[config.mk]
export PLATFORM = sky130hd
export DESIGN_NAME = emh_ctrl
export DESIGN_NICKNAME = d
export VERILOG_FILES = /design/src/rtl/core/emh_pkg.sv /design/src/rtl/core/emh_ctrl.sv
export SDC_FILE = /design/constraint.sdc
export NUM_CORES = 1
export LEC_CHECK = 0
export BUFFER_PORTS_ARGS = -buffer_cell sky130_fd_sc_hd__buf_4
export CAP_MARGIN = 20
export CORE_AREA = 10 10 47 49
export DETAILED_ROUTE_END_ITERATION = 10
export DIE_AREA = 0 0 57 59
export MAX_ROUTING_LAYER = met4
export PLACE_DENSITY = 0.38
export SLEW_MARGIN = 20
export SYNTH_ARGS = -nofsm -noshare
export SYNTH_HDL_FRONTEND = slang
export SYNTH_SLANG_ARGS = --single-unit
export TNS_END_PERCENT = 30
[constraint.sdc]
create_clock -name clk -period 1.4 [get_ports clk]
set_input_delay 0.14 -clock clk [delete_from_list [all_inputs] [get_ports clk]]
set_output_delay 0.14 -clock clk [all_outputs]
set_load 0.02 [all_outputs]
[src/rtl/core/emh_pkg.sv]
// Package: shared types, codes and defaults of the event multiplicity histogram.
`timescale 1ns / 1ps
package emh_pkg;

  localparam int NUM_BINS_DEF    = 1024;
  localparam int COUNT_WIDTH_DEF = 32;
  localparam int VALUE_WIDTH     = 10;
  localparam int ACC_WIDTH       = 16;

  localparam logic [9:0] TOP_VALUE_RESET = 10'd1023;

  localparam logic [1:0] CMD_ADD   = 2'd0;
  localparam logic [1:0] CMD_CLOSE = 2'd1;
  localparam logic [1:0] CMD_READ  = 2'd2;

  localparam logic [1:0] STATUS_OK        = 2'd0;
  localparam logic [1:0] STATUS_ACC_OVF   = 2'd1;
  localparam logic [1:0] STATUS_ABOVE_TOP = 2'd2;
  localparam logic [1:0] STATUS_TOTAL_OVF = 2'd3;

  typedef enum logic [1:0] {
    ST_CLEAR,
    ST_IDLE,
    ST_EXEC
  } state_t;

  typedef struct packed {
    logic [1:0] cmd;
    logic [7:0] amount;
    logic [9:0] read_bin;
  } item_t;

  typedef struct packed {
    logic [1:0]  status;
    logic [15:0] current_value;
    logic [31:0] bin_count;
    logic [31:0] total_events;
    logic [31:0] largest_count;
    logic [9:0]  largest_value;
  } result_t;

  typedef struct packed {
    logic clear_en;
    logic accept;
    logic finish;
  } ctl_t;

  typedef struct packed {
    logic clear_done;
  } dp_stat_t;

endpackage

[src/rtl/core/emh_ctrl.sv]
// Controller: clearing pass, request acceptance and result handoff.
`timescale 1ns / 1ps
module emh_ctrl (
  input  logic              clk,
  input  logic              rst,
  input  logic              item_valid,
  output logic              item_stall,
  output logic              result_valid,
  input  logic              result_stall,
  input  emh_pkg::dp_stat_t stat,
  output emh_pkg::ctl_t     ctl
);
  import emh_pkg::*;

  state_t state;
  state_t state_next;

  always_ff @(posedge clk) begin
    if (rst) begin
      state        <= ST_CLEAR;
      result_valid <= 1'b0;
    end else begin
      state <= state_next;
      if (ctl.finish) begin
        result_valid <= 1'b1;
      end else if (!result_stall) begin
        result_valid <= 1'b0;
      end
    end
  end

  always_comb begin
    state_next   = state;
    ctl.clear_en = 1'b0;
    ctl.accept   = 1'b0;
    ctl.finish   = 1'b0;
    item_stall   = 1'b1;
    unique case (state)
      ST_CLEAR: begin
        ctl.clear_en = 1'b1;
        if (stat.clear_done) begin
          state_next = ST_IDLE;
        end
      end
      ST_IDLE: begin
        item_stall = 1'b0;
        if (item_valid) begin
          ctl.accept = 1'b1;
          state_next = ST_EXEC;
        end
      end
      ST_EXEC: begin
        if (!result_valid || !result_stall) begin
          ctl.finish = 1'b1;
          state_next = ST_IDLE;
        end
      end
      default: begin
        state_next = ST_CLEAR;
      end
    endcase
  end

  a_finish_shows_result: assert property (@(posedge clk) disable iff (rst)
    ctl.finish |=> result_valid)
    else $error("result not presented after finish");

  a_rise_from_exec: assert property (@(posedge clk) disable iff (rst)
    $rose(result_valid) |-> $past(state) == ST_EXEC)
    else $error("result appeared without an executed request");

  a_clear_to_idle: assert property (@(posedge clk) disable iff (rst)
    (state == ST_CLEAR && stat.clear_done) |=> state == ST_IDLE)
    else $error("clearing pass did not end in idle");

  a_accept_to_exec: assert property (@(posedge clk) disable iff (rst)
    ctl.accept |=> state == ST_EXEC)
    else $error("accepted request not executed");

endmodule

==> flow_summary.yaml <==
floorplanning:
  core_area_mm2: 0.00140
  die-height_um: 59
  die_area_mm2: 0.00336
  design.portCount: 10
  die_width_um: 57
  start_util: 0.106
  fp-row-count: 14
clocking:
  clk_pin_slew_worst_paths_ns: 0.03
  htree_levels: 1
  cts_setup_buffers: 0
  cts_hold_buf: 0
  cts_buffers: 3
  cts_resized: 0
  clock-sinks: 3
  clkLatencyLatePin_ns: 0.23
  cts_tree: "built"
  cts-root-buf: "clkbuf_4"
  cts.path.max_buffers: 2
placement:
  port_buffers: 9
  routabilityCongestion: 0.660
timing:
  fmax_ghz: 0.755
  tightest_slew_ns: 0.310
  maxSlewViolCount: 0
  min_period_over_period: 0.946
  hold_viol: 0
  finalSetupViolCount: 0
  rsz0062_at_grt: "no"
  relSlewSlack: 0.791
  timing.setup.tns_ns: 0
  skew_ns: 0.00173
  period_needed_ns: 1.32
setup_path:
  worstReg2RegEnd: "state[0]$_SDFFE_PP0P_"
  cp_slowest_stage_delay_ns: 0.40
  worstSetupStartpoint: "state[1]$_SDFFE_PP0P_"
  worstPathArrival_ns: 1.18
  cp.required_ns: 1.26
  r2r_cells: 2
  reg2reg_slack_ns: 0.32
  critical_path_class: "reg2out"
  cp-end-kind: "primary output"
  start_kind: "flop"
  crit_end: "ctl[0]"
  cp_num_cells: 3
  crit_fanout: 8
  slowest_stage: "dfxtp_1"
  reg2reg_from: "state[1]$_SDFFE_PP0P_"
  critPathBufInv: 1
  crit_chain: "or2b_1, a21oi_1, buf_4"
  crit_family: "flip-flops"
logic_synthesis:
  ys_seq_area_frac: 0.403
  synth-edff-count: 0
  synth-main-ff-cell: "dfxtp_1"
  yosysUniqueCellTypes: 12
  synth.cell_area_um2: 149
  async_flop_share: 0
  ys_seq_elements: 3
  yosys.area.top_type: "dfxtp_1"
  synth_fp_nets: 21
  synth.most_common_cell: "dfxtp_1"
  yosys_warnings: 0
  synth.area.top_cells: "dfxtp_1 40%, a21oi_1 6.7%, and4b_1 6.7%"
  synth_common_cells: "3 x dfxtp_1, 2 x a21oi_1, 2 x nor2_1"
  synth_top_area_share: 0.403
  netlist_instances: 16
  postSynthAreaPerCell_um2: 9.31
global_routing:
  grt_overflow: 0
  grt_start_max_net_pins: 9
  grtUsageTotal: 0.0329
  grt_pass1_vias: 173
  grt_pass1_wl_um: 759
  antenna_found_initial: 0
power:
  p_leak_nw: 0.121
  powerDensity_mw_per_mm2: 1140
  ir_drop_mv: 0.288
route:
  wl_um: 479
  vias: 165
  drc: 0
  routedWlPerCell_um: 10.6
  firstDrtPassIters: 4
  avgViaCountPerCell: 3.67
  detail-route-antenna-nets: 0
  drt_iter0_drc: 5
final_layout:
  antennaDiodeCount: 0
  fillCellCount: 167
  nNetsFinal: 35
  syn_to_final_growth_pct: 76.5
  final_util: 0.188
  drive_above_1_share: 0.448
min_path:
  hold_class: "in2reg"
  hold_start: "rst"
outcome:
  status: "finished, final reports clean"
run:
  cap_violations: 0
-- worst min-delay path by stage --
stage / slack (ns) / depth (start not counted) / to
after floorplan: 0.21 / 1 / result_valid$_SDFFE_PP0P_
after global placement: 0.34 / 2 / result_valid$_SDFFE_PP0P_
after detailed placement: 0.33 / 2 / result_valid$_SDFFE_PP0P_
after CTS: 0.09 / 2 / result_valid$_SDFFE_PP0P_
after global routing: 0.09 / 2 / result_valid$_SDFFE_PP0P_
final: 0.09 / 2 / result_valid$_SDFFE_PP0P_
-- through the flow --
step                      setup WS [ns]  cells  cell area [um2]  hold WS, ns  total power [mW]
after global routing            0.00978     45              263       0.0922             0.323
after global placement            0.334     41              236        0.337             0.152
after detailed placement          0.318     41              236        0.332             0.153
after CTS                        0.0656     45              263       0.0852             0.310
final                            0.0752     45              263       0.0929             0.300
after floorplan                   0.295     16              149        0.209             0.123
-- final cells by class --
| class | instances | area (um2) | area share |
|---|---|---|---|
| well taps | 16 | 20.0 | 0.0762 |
| repair buffers | 9 | 67.6 | 0.257 |
| multi-input cells | 13 | 88.8 | 0.338 |
| clock buffers | 4 | 26.3 | 0.100 |
| flip-flops and latches | 3 | 60.1 | 0.229 |
-- per-layer routing --
| metal | global-route usage | up-vias | part of all wire |
|---|---|---|---|
| met5 | - | - | 0 |
| met4 | 0.0302 | 0 | 0 |
| met3 | 0.0300 | 0 | 0.11 |
| met2 | 0.0310 | 9 | 0.32 |
| met1 | 0.0368 | 70 | 0.57 |
| li1 | - | 86 | - |
-- layout by cell type, fill, tap and decap left out, drive strengths merged --
cell type,n
and3b,1
dfxtp,3
nor2,2
nand2,1
nand2b,1
and3,1
or4b,1
clkbuf,4
o21ba,1
or2b,1
o41ai,1
buf,9
a21oi,2
and4b,1
-- cell families after synthesis --
group and synth area share:
AO/OA/AOI/OAI 0.193, AND/OR/NAND/NOR 0.403, flip-flops 0.403
-- sequential cells by signal (all words and copies together), names as in the netlist --
| register | cells |
|---|---|
| state | 2 |
| result_valid | 1 |
-- power by group --
group          switching [mW]  leakage (nW)  internal [mW]
clock network          0.0422        0.0150          0.107
registers             0.00664        0.0246         0.0909
logic                  0.0258        0.0813         0.0276
total                  0.0747         0.121          0.225
No activity file was read; power rests on OpenSTA's default activity.
